File: config.mk
export PLATFORM = sky130hd
export DESIGN_NAME = tbve_fifo
export DESIGN_NICKNAME = d
export VERILOG_FILES = /design/src/rtl/tbve_pkg.sv /design/src/rtl/tbve_fifo.sv
export SDC_FILE = /design/constraint.sdc
export NUM_CORES = 1
export LEC_CHECK = 0
export BUFFER_PORTS_ARGS = -buffer_cell sky130_fd_sc_hd__buf_2
export CAP_MARGIN = 10
export CORE_MARGIN = 10
export CORE_UTILIZATION = 57
export DETAILED_ROUTE_END_ITERATION = 10
export PLACE_DENSITY = 0.81
export SYNTH_ARGS = -nofsm -noshare
export SYNTH_HDL_FRONTEND = slang
export SYNTH_SLANG_ARGS = --single-unit
File: constraint.sdc
create_clock -name clk_i -period 21.8 [get_ports clk_i]
set_input_delay 4.36 -clock clk_i [delete_from_list [all_inputs] [get_ports clk_i]]
set_output_delay 4.36 -clock clk_i [all_outputs]
set_load 0.01 [all_outputs]
File: src/rtl/tbve_pkg.sv
// Types, constants and slab arithmetic of the track box vertex extrapolator.
// Used by every module of the block; depends on nothing.
package tbve_pkg;

  localparam int CoordW  = 23;  // coordinate, signed
  localparam int HalfW   = 22;  // box half size, unsigned
  localparam int DirW    = 24;  // direction, signed
  localparam int BoundW  = 25;  // box bound, signed
  localparam int NumW    = 26;  // slab numerator, signed
  localparam int CrossW  = 51;  // cross product of two fractions
  localparam int ProdW   = 50;  // direction times numerator
  localparam int DivNW   = 51;  // dividend of the rounding divide
  localparam int DivDW   = 25;  // divisor of the rounding divide
  localparam int QuotW   = 24;  // quotient bits before saturation
  localparam int DivLat  = QuotW + 1;
  localparam int CfgIdxW = 8;
  localparam int InDataW  = 144;
  localparam int OutDataW = 72;
  localparam int FifoDepth = 4;

  localparam logic signed [CoordW-1:0] VMin = -(CoordW'(1) <<< (CoordW-1));
  localparam logic signed [CoordW-1:0] VMax = (CoordW'(1) <<< (CoordW-1)) - CoordW'(1);

  localparam logic signed [CoordW-1:0] RstCenterX = -CoordW'(80000);
  localparam logic signed [CoordW-1:0] RstCenterY = CoordW'(35000);
  localparam logic [HalfW-1:0]         RstHalfX   = HalfW'(50000);
  localparam logic [HalfW-1:0]         RstHalfY   = HalfW'(50000);
  localparam logic [HalfW-1:0]         RstHalfZ   = HalfW'(125);
  localparam logic signed [CoordW-1:0] RstLeftZ   = -CoordW'(450000);
  localparam logic signed [CoordW-1:0] RstRightZ  = CoordW'(450000);
  localparam logic signed [CoordW-1:0] RstCenterZ = CoordW'(0);

  typedef enum logic [CfgIdxW-1:0] {
    REG_CENTER_X = 8'd0,
    REG_CENTER_Y = 8'd1,
    REG_HALF_X   = 8'd2,
    REG_HALF_Y   = 8'd3,
    REG_HALF_Z   = 8'd4,
    REG_LEFT_Z   = 8'd5,
    REG_RIGHT_Z  = 8'd6,
    REG_CENTER_BOX_Z = 8'd7
  } cfg_reg_e;

  // Origin and direction of one track.
  typedef struct packed {
    logic signed [CoordW-1:0] px;
    logic signed [CoordW-1:0] py;
    logic signed [CoordW-1:0] pz;
    logic signed [DirW-1:0]   dx;
    logic signed [DirW-1:0]   dy;
    logic signed [DirW-1:0]   dz;
  } track_t;

  // Track plus the bounds of both candidate boxes.
  typedef struct packed {
    track_t                   trk;
    logic signed [BoundW-1:0] xlo;
    logic signed [BoundW-1:0] xhi;
    logic signed [BoundW-1:0] ylo;
    logic signed [BoundW-1:0] yhi;
    logic signed [BoundW-1:0] zplo;
    logic signed [BoundW-1:0] zphi;
    logic signed [BoundW-1:0] zclo;
    logic signed [BoundW-1:0] zchi;
  } item_t;

  typedef struct packed {
    logic                   par;
    logic                   ok;
    logic signed [NumW-1:0] a;
    logic signed [NumW-1:0] b;
    logic [DirW-1:0]        den;
  } slab_t;

  typedef struct packed {
    logic                   pres;
    logic signed [NumW-1:0] num;
    logic [DirW-1:0]        den;
  } frac_t;

  // Entry and exit numerators of one slab.
  function automatic slab_t slab_f(logic signed [CoordW-1:0] p, logic signed [DirW-1:0] d,
                                   logic signed [BoundW-1:0] lo, logic signed [BoundW-1:0] hi);
    slab_t s;
    s.par = (d == '0);
    s.ok  = 1'b1;
    s.a   = '0;
    s.b   = '0;
    s.den = '0;
    if (d == '0) begin
      s.ok = !((BoundW'(p) < lo) || (BoundW'(p) > hi));
    end else if (!d[DirW-1]) begin
      s.a   = NumW'(lo) - NumW'(p);
      s.b   = NumW'(hi) - NumW'(p);
      s.den = d;
    end else begin
      s.a   = NumW'(p) - NumW'(hi);
      s.b   = NumW'(p) - NumW'(lo);
      s.den = DirW'(-d);
    end
    return s;
  endfunction

  function automatic frac_t near_f(slab_t s);
    frac_t f;
    f.pres = !s.par;
    f.num  = s.a;
    f.den  = s.den;
    return f;
  endfunction

  function automatic frac_t far_f(slab_t s);
    frac_t f;
    f.pres = !s.par;
    f.num  = s.b;
    f.den  = s.den;
    return f;
  endfunction

  // x > y by cross multiplication, both denominators positive.
  function automatic logic frac_gt(frac_t x, frac_t y);
    logic signed [CrossW-1:0] l;
    logic signed [CrossW-1:0] r;
    l = CrossW'(x.num) * CrossW'($signed({1'b0, y.den}));
    r = CrossW'(y.num) * CrossW'($signed({1'b0, x.den}));
    return l > r;
  endfunction

  function automatic frac_t max_f(frac_t x, frac_t y);
    frac_t r;
    r = x;
    if (!x.pres) r = y;
    else if (y.pres && frac_gt(y, x)) r = y;
    return r;
  endfunction

  function automatic frac_t min_f(frac_t x, frac_t y);
    frac_t r;
    r = x;
    if (!x.pres) r = y;
    else if (y.pres && frac_gt(x, y)) r = y;
    return r;
  endfunction

endpackage

File: src/rtl/tbve_fifo.sv
// Short queue between the front and the back part.
// Depends on tbve_pkg for the item type.
module tbve_fifo #(
  parameter int Depth = tbve_pkg::FifoDepth
) (
  input  logic            clk_i,
  input  logic            rst_ni,
  input  logic            push_i,
  input  tbve_pkg::item_t data_i,
  output logic            full_o,
  input  logic            pop_i,
  output logic            empty_o,
  output tbve_pkg::item_t data_o
);

  localparam int PtrW = (Depth > 1) ? $clog2(Depth) : 1;
  localparam int CntW = $clog2(Depth + 1);

  tbve_pkg::item_t mem_q [Depth];
  logic [PtrW-1:0] wr_q, rd_q;
  logic [CntW-1:0] cnt_q;
  logic            do_push, do_pop;

  assign full_o  = (cnt_q == CntW'(Depth));
  assign empty_o = (cnt_q == '0);
  assign do_push = push_i && !full_o;
  assign do_pop  = pop_i && !empty_o;
  assign data_o  = mem_q[rd_q];

  // Advance pointers and count.
  always_ff @(posedge clk_i or negedge rst_ni) begin
    if (!rst_ni) begin
      wr_q  <= '0;
      rd_q  <= '0;
      cnt_q <= '0;
    end else begin
      if (do_push) wr_q <= (wr_q == PtrW'(Depth - 1)) ? '0 : wr_q + PtrW'(1);
      if (do_pop)  rd_q <= (rd_q == PtrW'(Depth - 1)) ? '0 : rd_q + PtrW'(1);
      if (do_push && !do_pop)      cnt_q <= cnt_q + CntW'(1);
      else if (do_pop && !do_push) cnt_q <= cnt_q - CntW'(1);
    end
  end

  always_ff @(posedge clk_i) begin
    if (do_push) begin
      mem_q[wr_q] <= data_i;
    end
  end

endmodule

# ---- After elaboration in Yosys (flattened, before gate mapping)
# Memories as Yosys holds them, arrays and structs flattened.
# Index checks and enable logic that the tools add are counted.
# W data, S select, Z words.
dict set report totals {
  mem_count 1
  output_inout_bits 343
  register_bits 7
  input_bits 345
  ramBits 1364
}
dict set report op_classes {
  n_reduce_logical 10
  muxes 6
  n_eq_ne 3
  n_addsub 4
}
# name depth word_bits rd rd_clocked_by_memory_dff write_ports line_no
set memory_table {}
lappend memory_table {mem_q 4 341 1 0 1 tbve_fifo.sv:19} ;# tbve_pkg::item_t mem_q [Depth];
# cell count
set op_table {}
lappend op_table {{$mux W3} 2}
lappend op_table {{$add A2 B1 Y2 const B} 2}
lappend op_table {{$eq A2 B2 Y1 const B} 2}
lappend op_table {{$logic_and A1 B1 Y1} 4}
lappend op_table {{$logic_not A1 Y1} 4}
lappend op_table {{$mux W2} 2}
lappend op_table {{$add A3 B1 Y3 const B} 1}
lappend op_table {{$eq A3 B3 Y1 const B} 1}
lappend op_table {{$logic_not A3 Y1} 1}
lappend op_table {{$sub A3 B1 Y3 const B} 1}
lappend op_table {{$mux W1} 2}
lappend op_table {{$reduce_bool A2 Y1} 1}

# ---- Logic depth before layout (Yosys ltp)
dict set report depth {
  depth_word 7
  depth_mapped 8
  mapped_depth_nobuf 8
}

# ---- Worst setup path after synthesis
# Ideal clock, no wire load.
dict set report synth_path {
  path_kind {input -> register}
  startpoint {in push_i}
  endpoint {mem mem_q[3][0] (netlist name), enable pin}
  path_buffers 0
  setup_time_ps 1059
  path_slack_ps 2074
  cell_stages 2
  arrival_ps 18667
  path_cell_list {nand2_1 -> nor2_1}
}
dict set report synth_between {
  elab_chain_len 3
}
# item line_no
set synth_lines {}
lappend synth_lines {{start, declared} tbve_fifo.sv:8} ;# input logic push_i,
lappend synth_lines {{$logic_and A1 B1 Y1} tbve_fifo.sv:26} ;# assign do_push = push_i && !full_o;
lappend synth_lines {{$mux W1} tbve_fifo.sv:45} ;# if (do_push) begin
lappend synth_lines {{$mux W1 (implied by the code)} tbve_fifo.sv:46} ;# mem_q[wr_q] <= data_i;
lappend synth_lines {{end, declared} tbve_fifo.sv:19}
# No other way between the ends.

==> flow_metrics.tcl <==
set metrics [dict create \
    status "complete, no violations" \
    synth_nets 2170 \
    cts_setup_buffers 0 \
    synth_top_cells_by_area "edfxtp_1 83%, mux4_2 15%, buf_6 0.70%, buf_2 0.38%, dfrtp_1 0.35%" \
    power.share.sequential 0.444 \
    ys_top_cells_by_count "1364 x edfxtp_1, 341 x mux4_2, 38 x buf_2, 31 x buf_6, 7 x dfrtp_1" \
    drv_slew 0 \
    irDropWorstVdd_mv 0.2284 \
    yosysMostFrequentCell "edfxtp_1" \
    die_height_um 315.1 \
    criticalPathCategory "reg -> out" \
    fin_setup_tns_ps 0 \
    slew_headroom 0.1740 \
    worst_ep_required_time_ps 17440 \
    synth_edf_count 1364 \
    gp_routability_congestion 0.7905 \
    clk_latency_ps 710 \
    ctsHtreeMaxLevel 4 \
    finalSetupViolCount 0 \
    rr_worst_depth 5 \
    num_vias 23437 \
    yosysWarnings 0 \
    fin_nets 2939 \
    clock_power_share 0.271 \
    grt_pass1_vias 25017 \
    track_usage 0.2390 \
    path_clk_slew_ps 60 \
    yosysSeqAreaShare 0.8287 \
    path_max_fanout 50 \
    rsz0062_at_grt "false" \
    cts.sinks 1371 \
    synth_ff_type "edfxtp_1" \
    drc_errors 0 \
    grt_overflow 0 \
    cts_made_buffers 132 \
    ant_nets 0 \
    fin_total_pwr_w 0.008264 \
    synth_area_leader_cell "edfxtp_1" \
    dr.pass1.iters 5 \
    portBuffers 687 \
    r2r-start "cnt_q[2]$_DFFE_PN0P_" \
    drt-vias-per-instance 6.037 \
    synth_cells 1818 \
    grt_pass1_wl_um 173300 \
    synth-seq-cells 1371 \
    min_path_type "reg -> reg" \
    switching_share 0.3031 \
    antenna_found_initial 56 \
    netlist.area_leader.share 0.8251 \
    fmax_mhz 103.7 \
    async_reset_ff_frac 0.005106 \
    synth_cell_type_count 21 \
    worstMarginPinSlew_ps 1239 \
    startpoint_type "flop" \
    maxCapViolations 0 \
    end_kind "primary output" \
    postSynthAreaPerCell_um2 27.30 \
    worstHoldStart "cnt_q[2]$_DFFE_PN0P_" \
    post_cts_resized 0 \
    io_pins 688 \
    die_width_um 315.1 \
    hold_depth 1 \
    rows 108 \
    fin_worst_skew_ps 28.35 \
    wirelength_um 119500 \
    cts_tree "yes" \
    final_hold_viol_count 0 \
    ctsHoldBuffers 0 \
    worstPathArrival_ps 5280 \
    syn_area_um2 49640 \
    start_util 0.5731 \
    internal-power_w 0.005759 \
    cts-root-buf "clkbuf_16" \
    crit_path_start "rd_q[0]$_DFFE_PN0P_" \
    hpwlAfterDp_um 71410 \
    fin_crit_sh 0.4424 \
    layout_min_cycle_time_ps 9643 \
    leakagePower_nw 19.71 \
    p_comb_frac 0.285 \
    cts.path.max_buffers 3 \
    die-area_um2 99290 \
    core_um2 86620 \
    grt_max_degree 159 \
    drive_above_1_share 0.4639 \
    syn_to_final_growth_pct 17.94 \
    drtIter0Drc 2634 \
    p_sw_w 0.002505 \
    powerDensity_nw_per_um2 141.2 \
    wl_per_cell_um 30.79 \
]
-- cells in the final DEF (no fill, tap or decap), types with 5 or more instances in the layout --
cell type   count
clkinv_1       25
clkinvlp_4      6
dfrtp_1         5
clkinv_8        6
mux4_2        341
clkbuf_16     134
bufinv_16      12
buf_2         687
clkinv_2       20
clkbuf_1       26
diode_2        39
ha_1            6
buf_12          6
buf_4          18
edfxtp_1     1364
-- sequential cells by signal (all words and copies together) (netlist names) --
| name | count |
|---|---|
| cnt_q | 3 |
| rd_q | 2 |
| wr_q | 2 |
| mem_q | 1364 |
-- power groups by stage --
| stage | clock [W] | combinational, W | sequential, W |
|---|---|---|---|
| after detailed placement | 0 | 0.00236 | 0.00370 |
| final | 0.00224 | 0.00236 | 0.00367 |
| after CTS | 0.00227 | 0.00240 | 0.00368 |
| after floorplan | 0 | 0.00150 | 0.00383 |
| after global placement | 0 | 0.00232 | 0.00366 |
| after global routing | 0.00236 | 0.00249 | 0.00371 |
-- stage by stage --
stage	util	setup slack [ps]	std cells	area [um^2]	hold WS, ps
after floorplan	-	2074	1818	49640	476.8
after CTS	0.6748	11880	3843	58450	561.4
after global routing	0.6757	11540	3876	58530	578.8
after detailed placement	0.6261	12730	3608	54230	501.3
final	0.6759	12160	3882	58540	566.3
after global placement	0.6259	12800	3607	54210	495.6
-- worst max-delay path: stages (launching register included) --
cell and delay, ps:
dfrtp_4 1000, buf_4 890, buf_4 860, buf_4 850, mux4_2 650, buf_2 170
-- cell families (layout without fill, tap and decap cells) --
group / after synthesis / after routing / share of synthesized area
buffers and inverters: 79 / 949 / 0.01170
AOI/OAI and AO/OA: 2 / 2 / 0.0003026
DFF: 1371 / 1371 / 0.8287
muxes: 345 / 345 / 0.1556
xor gates and xnor gates: 3 / 3 / 0.0005294
other: 0 / 39 / 0
and+or+nand+nor: 11 / 11 / 0.001260
adders and majority gates: 7 / 7 / 0.001916
-- worst paths after layout --
| check | end | slack (ps) |
|---|---|---|
| min | cnt_q[2]$_DFFE_PN0P_ | 570 |
| max in group asynchronous | rd_q[1]$_DFFE_PN0P_ | 18130 |
| max reg2reg | mem_q[1][125]$_DFFE_PP_ | 17540 |
| min in group asynchronous | cnt_q[1]$_DFFE_PN0P_ | 3480 |
| min reg2reg | cnt_q[2]$_DFFE_PN0P_ | 570 |
| max | data_o[203] | 12160 |
-- final cells by class --
class | count | area [um^2]
antenna | 39 | 97.59
clock buffer | 161 | 3465
clock inverter | 74 | 752.0
fill | 5057 | 28070
inverter | 3 | 11.26
multi-input combinational | 368 | 7939
sequential | 1371 | 41140
tap | 1155 | 1445
timing repair buffer | 711 | 3694
-- per-layer routing --
metal | wire (um) | global-route usage | vias to the layer above
met5 | 219 | 0 | -
met1 | 39840 | 0.2775 | 12214
met3 | 10620 | 0.06856 | 285
li1 | - | - | 9536
met2 | 63540 | 0.4065 | 1368
met4 | 5286 | 0.1174 | 34
No activity file was read; power rests on OpenSTA's default activity.
