$ cat src/rtl/tbve_pkg.sv
// Types, constants and slab arithmetic of the track box vertex extrapolator.
// Used by every module of the block; depends on nothing.
package tbve_pkg;

  localparam int CoordW  = 23;  // coordinate, signed
  localparam int HalfW   = 22;  // box half size, unsigned
  localparam int DirW    = 24;  // direction, signed
  localparam int BoundW  = 25;  // box bound, signed
  localparam int NumW    = 26;  // slab numerator, signed
  localparam int CrossW  = 51;  // cross product of two fractions
  localparam int ProdW   = 50;  // direction times numerator
  localparam int DivNW   = 51;  // dividend of the rounding divide
  localparam int DivDW   = 25;  // divisor of the rounding divide
  localparam int QuotW   = 24;  // quotient bits before saturation
  localparam int DivLat  = QuotW + 1;
  localparam int CfgIdxW = 8;
  localparam int InDataW  = 144;
  localparam int OutDataW = 72;
  localparam int FifoDepth = 4;

  localparam logic signed [CoordW-1:0] VMin = -(CoordW'(1) <<< (CoordW-1));
  localparam logic signed [CoordW-1:0] VMax = (CoordW'(1) <<< (CoordW-1)) - CoordW'(1);

  localparam logic signed [CoordW-1:0] RstCenterX = -CoordW'(80000);
  localparam logic signed [CoordW-1:0] RstCenterY = CoordW'(35000);
  localparam logic [HalfW-1:0]         RstHalfX   = HalfW'(50000);
  localparam logic [HalfW-1:0]         RstHalfY   = HalfW'(50000);
  localparam logic [HalfW-1:0]         RstHalfZ   = HalfW'(125);
  localparam logic signed [CoordW-1:0] RstLeftZ   = -CoordW'(450000);
  localparam logic signed [CoordW-1:0] RstRightZ  = CoordW'(450000);
  localparam logic signed [CoordW-1:0] RstCenterZ = CoordW'(0);

  typedef enum logic [CfgIdxW-1:0] {
    REG_CENTER_X = 8'd0,
    REG_CENTER_Y = 8'd1,
    REG_HALF_X   = 8'd2,
    REG_HALF_Y   = 8'd3,
    REG_HALF_Z   = 8'd4,
    REG_LEFT_Z   = 8'd5,
    REG_RIGHT_Z  = 8'd6,
    REG_CENTER_BOX_Z = 8'd7
  } cfg_reg_e;

  // Origin and direction of one track.
  typedef struct packed {
    logic signed [CoordW-1:0] px;
    logic signed [CoordW-1:0] py;
    logic signed [CoordW-1:0] pz;
    logic signed [DirW-1:0]   dx;
    logic signed [DirW-1:0]   dy;
    logic signed [DirW-1:0]   dz;
  } track_t;

  // Track plus the bounds of both candidate boxes.
  typedef struct packed {
    track_t                   trk;
    logic signed [BoundW-1:0] xlo;
    logic signed [BoundW-1:0] xhi;
    logic signed [BoundW-1:0] ylo;
    logic signed [BoundW-1:0] yhi;
    logic signed [BoundW-1:0] zplo;
    logic signed [BoundW-1:0] zphi;
    logic signed [BoundW-1:0] zclo;
    logic signed [BoundW-1:0] zchi;
  } item_t;

  typedef struct packed {
    logic                   par;
    logic                   ok;
    logic signed [NumW-1:0] a;
    logic signed [NumW-1:0] b;
    logic [DirW-1:0]        den;
  } slab_t;

  typedef struct packed {
    logic                   pres;
    logic signed [NumW-1:0] num;
    logic [DirW-1:0]        den;
  } frac_t;

  // Entry and exit numerators of one slab.
  function automatic slab_t slab_f(logic signed [CoordW-1:0] p, logic signed [DirW-1:0] d,
                                   logic signed [BoundW-1:0] lo, logic signed [BoundW-1:0] hi);
    slab_t s;
    s.par = (d == '0);
    s.ok  = 1'b1;
    s.a   = '0;
    s.b   = '0;
    s.den = '0;
    if (d == '0) begin
      s.ok = !((BoundW'(p) < lo) || (BoundW'(p) > hi));
    end else if (!d[DirW-1]) begin
      s.a   = NumW'(lo) - NumW'(p);
      s.b   = NumW'(hi) - NumW'(p);
      s.den = d;
    end else begin
      s.a   = NumW'(p) - NumW'(hi);
      s.b   = NumW'(p) - NumW'(lo);
      s.den = DirW'(-d);
    end
    return s;
  endfunction

  function automatic frac_t near_f(slab_t s);
    frac_t f;
    f.pres = !s.par;
    f.num  = s.a;
    f.den  = s.den;
    return f;
  endfunction

  function automatic frac_t far_f(slab_t s);
    frac_t f;
    f.pres = !s.par;
    f.num  = s.b;
    f.den  = s.den;
    return f;
  endfunction

  // x > y by cross multiplication, both denominators positive.
  function automatic logic frac_gt(frac_t x, frac_t y);
    logic signed [CrossW-1:0] l;
    logic signed [CrossW-1:0] r;
    l = CrossW'(x.num) * CrossW'($signed({1'b0, y.den}));
    r = CrossW'(y.num) * CrossW'($signed({1'b0, x.den}));
    return l > r;
  endfunction

  function automatic frac_t max_f(frac_t x, frac_t y);
    frac_t r;
    r = x;
    if (!x.pres) r = y;
    else if (y.pres && frac_gt(y, x)) r = y;
    return r;
  endfunction

  function automatic frac_t min_f(frac_t x, frac_t y);
    frac_t r;
    r = x;
    if (!x.pres) r = y;
    else if (y.pres && frac_gt(x, y)) r = y;
    return r;
  endfunction

endpackage

$ cat src/rtl/tbve_front.sv
// Front part: holds the box registers, accepts tracks and forms box bounds.
// Depends on tbve_pkg.
module tbve_front (
  input  logic                                clk_i,
  input  logic                                rst_ni,
  input  logic                                cfg_valid_i,
  input  logic [tbve_pkg::CfgIdxW-1:0]        cfg_index_i,
  input  logic [tbve_pkg::CoordW-1:0]         cfg_data_i,
  input  logic                                in_valid_i,
  output logic                                in_ready_o,
  input  logic                                side_i,
  input  logic [tbve_pkg::InDataW-1:0]        in_data_i,
  output logic                                push_o,
  input  logic                                full_i,
  output tbve_pkg::item_t                     item_o
);

  logic signed [tbve_pkg::CoordW-1:0] cx_q, cy_q, lz_q, rz_q, cz_q;
  logic [tbve_pkg::HalfW-1:0]         hx_q, hy_q, hz_q;
  logic                               f_v_q;
  tbve_pkg::item_t                    f_q, f_d;
  logic signed [tbve_pkg::CoordW-1:0] fx, fy, fz, bx, by, bz, zp;
  logic signed [tbve_pkg::BoundW-1:0] hxs, hys, hzs;
  logic                               acc;

  // Write box registers.
  always_ff @(posedge clk_i or negedge rst_ni) begin
    if (!rst_ni) begin
      cx_q <= tbve_pkg::RstCenterX;
      cy_q <= tbve_pkg::RstCenterY;
      hx_q <= tbve_pkg::RstHalfX;
      hy_q <= tbve_pkg::RstHalfY;
      hz_q <= tbve_pkg::RstHalfZ;
      lz_q <= tbve_pkg::RstLeftZ;
      rz_q <= tbve_pkg::RstRightZ;
      cz_q <= tbve_pkg::RstCenterZ;
    end else if (cfg_valid_i) begin
      unique case (cfg_index_i)
        tbve_pkg::REG_CENTER_X:     cx_q <= cfg_data_i;
        tbve_pkg::REG_CENTER_Y:     cy_q <= cfg_data_i;
        tbve_pkg::REG_HALF_X:       hx_q <= cfg_data_i[tbve_pkg::HalfW-1:0];
        tbve_pkg::REG_HALF_Y:       hy_q <= cfg_data_i[tbve_pkg::HalfW-1:0];
        tbve_pkg::REG_HALF_Z:       hz_q <= cfg_data_i[tbve_pkg::HalfW-1:0];
        tbve_pkg::REG_LEFT_Z:       lz_q <= cfg_data_i;
        tbve_pkg::REG_RIGHT_Z:      rz_q <= cfg_data_i;
        tbve_pkg::REG_CENTER_BOX_Z: cz_q <= cfg_data_i;
        default: ;
      endcase
    end
  end

  // Unpack the track and form the bounds.
  always_comb begin
    fx  = in_data_i[22:0];
    fy  = in_data_i[45:23];
    fz  = in_data_i[68:46];
    bx  = in_data_i[91:69];
    by  = in_data_i[114:92];
    bz  = in_data_i[137:115];
    zp  = side_i ? rz_q : lz_q;
    hxs = $signed({3'b000, hx_q});
    hys = $signed({3'b000, hy_q});
    hzs = $signed({3'b000, hz_q});
    f_d.trk.px = fx;
    f_d.trk.py = fy;
    f_d.trk.pz = fz;
    f_d.trk.dx = tbve_pkg::DirW'(bx) - tbve_pkg::DirW'(fx);
    f_d.trk.dy = tbve_pkg::DirW'(by) - tbve_pkg::DirW'(fy);
    f_d.trk.dz = tbve_pkg::DirW'(bz) - tbve_pkg::DirW'(fz);
    f_d.xlo  = tbve_pkg::BoundW'(cx_q) - hxs;
    f_d.xhi  = tbve_pkg::BoundW'(cx_q) + hxs;
    f_d.ylo  = tbve_pkg::BoundW'(cy_q) - hys;
    f_d.yhi  = tbve_pkg::BoundW'(cy_q) + hys;
    f_d.zplo = tbve_pkg::BoundW'(zp) - hzs;
    f_d.zphi = tbve_pkg::BoundW'(zp) + hzs;
    f_d.zclo = tbve_pkg::BoundW'(cz_q) - hzs;
    f_d.zchi = tbve_pkg::BoundW'(cz_q) + hzs;
  end

  // Hand the staged item to the queue when it has room.
  assign push_o     = f_v_q && !full_i;
  assign in_ready_o = !f_v_q || !full_i;
  assign acc        = in_valid_i && in_ready_o;
  assign item_o     = f_q;

  always_ff @(posedge clk_i or negedge rst_ni) begin
    if (!rst_ni) begin
      f_v_q <= 1'b0;
    end else if (in_ready_o) begin
      f_v_q <= in_valid_i;
    end
  end

  always_ff @(posedge clk_i) begin
    if (acc) begin
      f_q <= f_d;
    end
  end

endmodule

$ cat config.mk
export PLATFORM = sky130hd
export DESIGN_NAME = tbve_front
export DESIGN_NICKNAME = d
export VERILOG_FILES = /design/src/rtl/tbve_pkg.sv /design/src/rtl/tbve_front.sv
export SDC_FILE = /design/constraint.sdc
export NUM_CORES = 1
export LEC_CHECK = 0
export ABC_CLOCK_PERIOD_IN_PS = 15300
export BUFFER_PORTS_ARGS = -buffer_cell sky130_fd_sc_hd__buf_2
export CAP_MARGIN = 20
export CORE_MARGIN = 2
export CORE_UTILIZATION = 45
export DETAILED_ROUTE_END_ITERATION = 16
export GPL_TIMING_DRIVEN = 1
export HOLD_SLACK_MARGIN = 0.06
export PLACE_DENSITY_LB_ADDON = 0.25
export SETUP_SLACK_MARGIN = 0.1
export SYNTH_ARGS = -nofsm -noshare
export SYNTH_HDL_FRONTEND = slang
export SYNTH_SLANG_ARGS = --single-unit
$ cat constraint.sdc
create_clock -name clk_i -period 15.3 [get_ports clk_i]
set_clock_uncertainty 0.2 [all_clocks]
set_input_delay 1.53 -clock clk_i [delete_from_list [all_inputs] [get_ports clk_i]]
set_output_delay 1.53 -clock clk_i [all_outputs]
set_load 0.05 [all_outputs]
==> Word level (Yosys, flattened, before mapping) <==
Cells that the tools add are included.
{ "word_totals": {"output_inout_bits": 343, "reg_bits": 523, "elab_cells": 56} }
{ "classes": {"n_addsub": 11, "muxes": 1, "n_eq_ne": 7, "n_reduce_logical": 14} }
{ "op_table": {"columns": ["operator", "count"], "rows": [
  ["subtractor 23 x 23 -> 24 bit", 7],
  ["adder 23 x 23 -> 24 bit", 4],
  ["equality test 8 x 3 -> 1 bit, second input constant", 4],
  ["2-to-1 mux 23 bit", 1],
  ["equality test 8 x 2 -> 1 bit, second input constant", 2],
  ["AND reduction 2 bit", 8],
  ["equality test 8 x 1 -> 1 bit, second input constant", 1],
  ["zero test 8 bit", 1],
  ["logical AND 1 bit", 2],
  ["zero test 1 bit", 2],
  ["logical OR 1 bit", 1]
]} }

==> Longest topological paths before layout <==
{ "depth": {"word_depth": 3, "ltp_mapped": 15} }

==> Least setup slack after synthesis <==
No wires, ideal clock.
{ "synth_path": {"path_type": "input to register", "from": "input full_i", "to": "register f_q (netlist bit item_o[101]), enable pin", "setup_slack_ns": 4.949, "n_path_buf": 0, "path_stages": 2, "arrival_time_ns": 9.420, "cell_sequence": "nand2_1 and2_1"} }
{ "synth_between": {"elab_chain_cells": 3} }
{ "synth_lines": {"columns": ["item", "line", "rtl"], "rows": [
  ["from (decl)", "tbve_front.sv:14", "input logic full_i,"],
  ["zero test 1 bit", "tbve_front.sv:82", "assign in_ready_o = !f_v_q || !full_i;"],
  ["logical OR 1 bit", "tbve_front.sv:82", null],
  ["logical AND 1 bit", "tbve_front.sv:83", "assign acc = in_valid_i && in_ready_o;"],
  ["net acc", "tbve_front.sv:24", "logic acc;"],
  ["to (signal assigned)", "tbve_front.sv:96", "f_q <= f_d;"],
  ["to (decl)", "tbve_front.sv:21", "tbve_pkg::item_t f_q, f_d;"]
]} }
The timed path passes the listed nets, and every way through them passes these cells.
A chain may end at the register's enable or synchronous reset.

==> results.tsv <==
metric	value	unit
place_hpwl	57500	µm
clk_path_buf_depth	3	
syn_inst	2617	
avgRoutedWirePerCell	18.8	µm
path_delay_family	compound AO/OA/AOI/OAI gates	
grt_pass1_wl	115000	µm
power.leakage	16.0	nW
syn_nets	3061	
drtIter0Drc	1490	
worst-endpoint-arrival	5.24	ns
worstPathCellList	buf_2 -> mux2_2 -> ha_1 -> inv_1 -> a21oi_1 -> o31a_1 -> a211oi_1 -> o211ai_1 -> a31oi_1 -> o21ai_0 -> or4b_1 -> nand3_1	
fin_crit	4.99	ns
drive_gt1_share	27.2	%
clock.fmax	200	MHz
path_clk_slew	0.06	ns
crit_required	15.55	ns
wl	75200	µm
fin_crit_sh	32.6	%
grt_max_degree	75	
cp_max_fo	23	
hold_buffers	0	
rr_worst_depth	10	
synth.area.top_cells	edfxtp_1 (34%), dfrtp_1 (11%), ha_1 (11%), mux2_2 (6.1%), dfstp_2 (5.0%)	
dieArea	67000	µm²
cts_max_level	2	
rsz0062_at_grt	false	
whs	0.299	ns
start_util	45.4	%
viasPerCell	5.32	
seq_area_frac_synth	49.6	%
first_pass_iters	5	
rr_startpoint	hy_q[6]	
root_buffer	clkbuf_16	
path_buf_inv	2	
synth_edf_count	329	
antenna_found_initial	11	
yosys_register_bits	511	
rrSetupSlack	11.32	ns
critPathMaxStageDelay	0.51	ns
cts_setup_buffers	0	
critPathKind	primary input to flop	
drv_cap	0	
fp-row-count	93	
fp.dieW	259	µm
drcViolationCount	0	
yosysWarnings	0	
portBuffers	517	
slew_headroom	22.4	%
hold_path_depth	1	
io_pins	524	
cts_buffers	56	
ant_nets	0	
worst_pin_slew	1.13	ns
grt_pass1_vias	20900	
crit_path_top_delay_cell	or4b_1	
netlist_area	29200	µm²
insertion_delay	0.61	ns
start_kind	primary input	
finalSetupTns	0	ns
r2r_end	item_o[148]	
outcome	finished clean	
finalMaxSlewViolations	0	
peakVddDrop	0.0806	mV
clock-sinks	511	
power_density	125	nW/µm²
core	64300	µm²
die_h	259	µm
postSynth.asyncResetShare	35.6	%
holdCritStartpoint	lz_q[6]	
yosysTopAreaCell	edfxtp_1	
synth_top_area_share	33.8	%
avgSynthCellArea	11.2	µm²
grt_usage	21.7	%
layout.nets	3550	
overflow	0	
place_congestion	0.905	
crit_path_end_kind	flop	
cts_resized	0	
hold_path.class	flop to flop	
synth_cell_types	79	
worstHoldEndpoint	lz_q[6]	
synth_ff_type	edfxtp_1	
areaGrowthSynthToFinish	18.1	%
vias	21300	
timing_hold_violations_final	0	
cts_tree	built	
setup_viol	0	
[through the flow]
stage          utilization (%)  std cells  setup slack (ns)  power (mW)  instance area, µm²
2_1_floorplan                -       2617              4.95        2.66               29200
3_3_place_gp              50.6       3902              9.83        2.93               32600
3_5_place_dp              50.6       3902              9.79        2.95               32600
4_1_cts                   53.6       4004             10.43        4.37               34500
5_1_grt                   53.7       4008             10.14        4.52               34500
6_report                  53.7       4008             10.31        4.33               34500
[layer usage]
metal | vias up | track usage [%] | share of wire (%)
li1 | 10200 | - | -
met1 | 10300 | 27.7 | 42
met2 | 667 | 37.0 | 48
met3 | 123 | 5.02 | 6.8
met4 | 14 | 6.01 | 2.6
met5 | - | 0 | 0.12
[how the worst max path moves through the flow]
stage,start,to,slack (ns),cells after the start
3_5_place_dp,side_i,item_o[71],9.79,12
2_1_floorplan,full_i,item_o[101],4.95,2
4_1_cts,side_i,item_o[71],10.43,12
6_report,side_i,item_o[71],10.31,12
5_1_grt,side_i,item_o[71],10.14,13
3_3_place_gp,side_i,item_o[71],9.83,12
[power by group]
group / internal [mW] / switching [mW] / leakage (nW) / total (mW)
registers: 1.67 / 0.0480 / 5.31 / 1.72
clock network: 0.846 / 0.557 / 0.924 / 1.40
logic: 0.371 / 0.836 / 9.79 / 1.21
total: 2.89 / 1.44 / 16.0 / 4.33
[cell usage in the layout, fill, tap and decap left out, drive strengths merged, types with 8 or more instances in the layout]
cell type,Yosys,layout
buf,18,533
edfxtp,329,329
ha,252,252
inv,245,246
a21oi,195,195
nor2,186,186
xnor2,160,160
mux2,158,158
nand2,130,130
o21ai,129,129
dfrtp,126,126
a21o,84,84
clkbuf,84,73
dfstp,56,56
xor2,52,52
o21bai,40,40
nor2b,33,33
nor3,31,31
nand2b,30,30
o21a,25,25
nand3,25,25
o31ai,17,17
clkinv,1,17
nand4,14,14
a2111oi,14,14
a31oi,13,13
a211oi,12,12
o211ai,11,11
fa,11,11
and3,10,10
nor4,9,9
o31a,9,9
or4,9,9
or3,8,8
bufinv,0,8
[synth_stat cells (6+ instances only)]
cell type	instances
edfxtp_1	329
ha_1	252
inv_1	245
a21oi_1	195
nor2_1	186
xnor2_1	160
mux2_2	158
nand2_1	130
o21ai_0	127
dfrtp_1	126
a21o_1	84
clkbuf_1	84
dfstp_2	56
xor2_1	52
o21bai_1	40
nor2b_1	33
nand2b_1	30
nor3_1	30
nand3_1	25
o21a_1	25
o31ai_1	16
nand4_1	14
a2111oi_0	13
a31oi_1	13
a211oi_1	12
buf_4	12
fa_1	11
o211ai_1	11
and3_1	10
nor4_1	9
o31a_1	9
or3_1	8
or4_1	7
nor3b_1	6
or2_2	6
[cell families (layout without fill, tap and decap cells)]
group	count (synthesis)	count (layout)	synth area share (%)
buf+inv	348	881	4.65
simple gates	510	510	8.14
compound gates	611	611	13.5
xor+xnor	212	212	6.35
fa+ha+maj	263	263	11.5
flops	511	511	49.6
mux	162	162	6.23
other cells	0	3	0
[flip-flops by register name, indices dropped and copies added (netlist names)]
register / count
item_o: 329
cx_q: 23
cy_q: 23
cz_q: 23
lz_q: 23
rz_q: 23
hx_q: 22
hy_q: 22
hz_q: 22
f_v_q: 1
[worst register-to-register path: stages, from the launching register on]
cell,delay [ns]
dfstp_2,0.53
inv_1,0.05
ha_1,0.52
and3_1,0.29
o21ai_0,0.11
a21o_1,0.22
a2111oi_0,0.98
o21ai_0,0.26
a21boi_0,0.32
o21a_1,0.18
o21bai_1,0.07
[final cells by class]
class	instances	area (µm²)
Sequential cell	511	14500
Timing Repair Buffer	533	2730
Multi-Input combinational cell	1758	13400
Inverter	246	923
Antenna cell	3	7.51
Tap cell	855	1070
Clock inverter	29	355
Fill cell	5647	29800
Clock buffer	73	1550
(Power assumes the default switching activity.)
